File: src/rtl/grcc_pkg.sv
// Shared types, constants and codes for the grid region component counter.
package grcc_pkg;

  localparam int GRCC_MAX_ROWS = 512;
  localparam int GRCC_MAX_COLS = 512;
  localparam int FLD_W = 10;   // coordinate and config field width
  localparam int CNT_W = 20;   // result count width
  localparam int CFG_IDX_W = 1;

  typedef enum logic [CFG_IDX_W-1:0] {
    CFG_ROWS = 1'b0,
    CFG_COLS = 1'b1
  } grcc_cfg_reg_e;

  typedef enum logic {
    REQ_LOAD  = 1'b0,
    REQ_QUERY = 1'b1
  } grcc_req_type_e;

  typedef enum logic [2:0] {
    ST_IDLE,
    ST_LD_RD,
    ST_LD_WR,
    ST_Q_RD,
    ST_Q_DRAIN,
    ST_DONE
  } grcc_state_e;

  typedef struct packed {
    logic             req_type;
    logic             pixel;
    logic [FLD_W-1:0] top_row;
    logic [FLD_W-1:0] left_col;
    logic [FLD_W-1:0] bottom_row;
    logic [FLD_W-1:0] right_col;
  } grcc_req_t;

  typedef struct packed {
    logic signed [CNT_W-1:0] component_count;
    logic                    not_ready;
  } grcc_rsp_t;

  // Table port control, shared by all three tables.
  typedef struct packed {
    logic en;
    logic we;
  } grcc_ram_ctl_t;

  // Accumulator step for one corner read.
  typedef struct packed {
    logic clr;
    logic add;
    logic neg;
    logic use_p;
    logic use_v;
    logic use_h;
  } grcc_acc_op_t;

endpackage

File: src/rtl/grcc_accum.sv
// Shared add/subtract unit that folds corner reads into the region count.
module grcc_accum
  import grcc_pkg::*;
#(
  parameter int TW = 19
) (
  input  logic                    clk_i,
  input  logic                    rst_ni,
  input  grcc_acc_op_t            op_i,
  input  logic [TW-1:0]           p_i,
  input  logic [TW-1:0]           v_i,
  input  logic [TW-1:0]           h_i,
  output logic signed [CNT_W-1:0] acc_o
);

  logic [CNT_W-1:0] acc_q, acc_d;
  logic [CNT_W-1:0] p_w, v_w, h_w, term;

  // Result is taken modulo 2^CNT_W; zero-extended operands give exact low bits.
  always_comb begin
    p_w  = op_i.use_p ? CNT_W'(p_i) : '0;
    v_w  = op_i.use_v ? CNT_W'(v_i) : '0;
    h_w  = op_i.use_h ? CNT_W'(h_i) : '0;
    term = p_w - v_w - h_w;
    acc_d = acc_q;
    if (op_i.clr) begin
      acc_d = '0;
    end else if (op_i.add) begin
      acc_d = op_i.neg ? (acc_q - term) : (acc_q + term);
    end
  end

  always_ff @(posedge clk_i or negedge rst_ni) begin
    if (!rst_ni) begin
      acc_q <= '0;
    end else begin
      acc_q <= acc_d;
    end
  end

  assign acc_o = signed'(acc_q);

endmodule

File: config.mk
export PLATFORM = sky130hd
export DESIGN_NAME = grcc_accum
export DESIGN_NICKNAME = d
export VERILOG_FILES = /design/src/rtl/grcc_pkg.sv /design/src/rtl/grcc_accum.sv
export SDC_FILE = /design/constraint.sdc
export NUM_CORES = 1
export LEC_CHECK = 0
export BUFFER_PORTS_ARGS = -buffer_cell sky130_fd_sc_hd__buf_2
export CORE_UTILIZATION = 30
export DETAILED_ROUTE_END_ITERATION = 10
export GPL_TIMING_DRIVEN = 0
export PLACE_DENSITY = 0.52
export SYNTH_ARGS = -nofsm -noshare
export SYNTH_HDL_FRONTEND = slang
export SYNTH_SLANG_ARGS = --single-unit
File: constraint.sdc
create_clock -name clk_i -period 5.7 [get_ports clk_i]
set_input_delay 1.425 -clock clk_i [delete_from_list [all_inputs] [get_ports clk_i]]
set_output_delay 1.425 -clock clk_i [all_outputs]
set_load 0.01 [all_outputs]
==> impl_metrics.json <==
{
  "status": "finished, violations left",
  "violations": "negative setup slack",
  "path_max_fanout": 7,
  "synthTopCellsByCount": "51 x inv_1, 50 x nand2_1, 49 x nor2_1",
  "largest_reg_flops": 20,
  "area_growth_pct": 33.47,
  "first_pass_iters": 4,
  "grt_pass1_wl_um": 17660,
  "insertion_delay_ns": 0.25,
  "tritoncts": "yes",
  "crit_type": "in -> reg",
  "cp.required_ns": 5.82,
  "critPathBufInv": 6,
  "slew_viol_final": 0,
  "synth_area_leader_cell": "dfrtp_1",
  "cp.arrival_ns": 6.63,
  "fillers": 1357,
  "hold_violations": 0,
  "initial_core_util_pct": 30.85,
  "vdd_drop_max_mv": 0.1380,
  "hpwlAfterDp_um": 8766,
  "fmax_mhz": 153.6,
  "drv_cap": 0,
  "grt_usage_pct": 14.85,
  "slew_headroom_pct": 57.75,
  "worst_path_max_delay_cell": "or4_4",
  "portBuffers": 83,
  "antenna_found_initial": 0,
  "gp_congestion": 0.8715,
  "ys_types": 71,
  "htreeDepth": 1,
  "diodes": 0,
  "grt_setup_unrepaired": "true",
  "drive_above_1_share_pct": 29.45,
  "multi_input_area_um2": 3561,
  "rows": 42,
  "syn_area_um2": 4101,
  "dr_total_vias": 4053,
  "syn_area_per_cell_um2": 7.681,
  "synth_enable_flop_cells": 0,
  "syn_nets": 658,
  "cp-start-kind": "input pin",
  "yosysTopAreaCellShare_pct": 12.20,
  "whs_ns": 0.5516,
  "ys_seq_elements": 20,
  "drcViolationCount": 0,
  "io_pins": 85,
  "layout_setup_ws_ns": -0.8095,
  "routedWlPerCell_um": 13.10,
  "ys_seq_area_share_pct": 12.20,
  "p_leak_nw": 2.593,
  "nNetsFinal": 778,
  "die_h_um": 118.9,
  "wirelength_um": 10850,
  "critPathMaxStageDelay_ns": 0.53,
  "clockBufferDepth": 2,
  "ff_latch_area_um2": 500.5,
  "synth_most_common_cell": "inv_1",
  "die_w_um": 118.9,
  "power_density_nw_per_um2": 391.1,
  "grt_remaining_overflow": 0,
  "tightest_slew_ns": 0.6338,
  "synth_ff_type": "dfrtp_1",
  "crit_family": "compound AO/OA/AOI/OAI gates",
  "yosysWarnings": 0,
  "fin_util_pct": 41.17,
  "skew_ns": 0.001893,
  "crit_path_end_kind": "flop",
  "clock-root-buffer": "clkbuf_16",
  "first_iter_violations": 222,
  "cts_sinks": 20,
  "design.die.area_um2": 14140,
  "core_um2": 13300,
  "synthCells": 534,
  "synthArstFlopShare_pct": 100.0,
  "cts_buffers": 3,
  "via_per_inst": 4.895,
  "synthTopCellsByArea": "dfrtp_1 12%, ha_1 12%, fa_1 9.8%, xnor2_1 6.4%, and2_1 6.1%",
  "fin_crit_sh_pct": 114.2,
  "grt_max_degree": 21,
  "hold_class": "reg -> reg",
  "period_needed_ns": 6.509,
  "grt_pass1_vias": 3826,
  "setup_viol": 7,
  "ant_nets": 0,
  "clkTransAtPathRegs_ns": 0.05
}
-- cells by family (layout without fill, tap and decap cells) --
family	Yosys count	count (layout)	synth area share, %
adders and majority gates	59	59	21.66
buffers and inverters	69	187	7.291
and+or+nand+nor	210	210	26.97
xor gates and xnor gates	43	43	9.701
muxes	4	4	0.9762
AOI/OAI and AO/OA	129	129	21.20
DFF	20	20	12.20
-- per-stage QoR --
step | setup TNS (ns) | instance area [um^2] | setup WS (ns) | power, W | cells
2_1_floorplan | -1.962 | 4154 | -0.6587 | 0.001378 | 534
3_3_place_gp | -6.878 | 4790 | -1.336 | 0.001674 | 793
3_5_place_dp | -7.322 | 4790 | -1.350 | 0.001692 | 793
4_1_cts | -2.627 | 5195 | -0.6816 | 0.001996 | 815
5_1_grt | -5.104 | 5474 | -0.9816 | 0.002344 | 828
6_report | -3.732 | 5474 | -0.8095 | 0.002141 | 828
-- cell type report --
class | count | share of cell area [%]
Timing Repair Buffer | 117 | 14.61
Tap cell | 176 | 4.023
Inverter | 51 | 3.497
Buffer | 16 | 2.309
Clock buffer | 3 | 1.371
Multi-Input combinational cell | 445 | 65.05
Sequential cell | 20 | 9.143
-- worst min-delay path, cell delays in order, from the launching register on --
cell	delay (ns)
dfrtp_1	0.38
nand2_1	0.07
o31ai_1	0.06
-- layout by cell type (no fill, tap or decap), types with 6 or more instances in the layout --
cell type  instances
inv_1             48
nor3_1             9
nand2b_1           8
buf_2             79
a31oi_1            8
a21oi_1           33
or3_1              7
a21o_1             9
nand2_1           48
xor2_1            11
clkbuf_1           7
o21ai_0            9
and2_1            36
buf_4             29
nand3_1            8
dfrtp_1           20
fa_1              18
xnor2_1           26
a211oi_1           7
clkbuf_16          6
o211ai_1          10
buf_6              6
ha_1              33
nor2_1            49
a21oi_2           10
o21bai_1           6
-- final timing paths --
path	from	endpoint	slack (ns)	cells past startpoint
worst max-delay path	op_i[2]	acc_o[17]	-0.81	27
worst min-delay path	acc_o[14]	acc_o[14]	0.55	2
worst max register to register	acc_o[2]	acc_o[17]	2.81	12
worst min register to register	acc_o[14]	acc_o[14]	0.55	2
max in group asynchronous	rst_ni	acc_o[16]	4.27	1
min in group asynchronous	rst_ni	acc_o[2]	1.12	1
-- where the power goes --
group / internal (W) / switching [W] / leakage, nW
registers: 0.000192 / 0.0000561 / 0.265
logic: 0.000842 / 0.000911 / 2.29
clock network: 0.0000924 / 0.0000471 / 0.0370
total: 0.00113 / 0.00101 / 2.59
-- metal layers --
metal	up-vias	routed length (um)	GRT usage, %	part of all wire, %
met2	96	5030	24.71	46
met5	-	0	0	0
li1	2098	-	-	-
met4	0	102	2.611	0.94
met1	1851	5405	21.31	50
met3	8	309	0.8621	2.8
-- what timing repair did --
| action | 4_1_cts | 5_1_grt |
|---|---|---|
| gates cloned | 1 | 2 |
| hold buffers | 0 | 0 |
| setup endpoints to repair | 8 | 11 |
| setup buffers | 19 | 13 |
| resized for setup | 33 | 35 |
| pin swaps | 33 | 34 |
(Power assumes the default switching activity.)
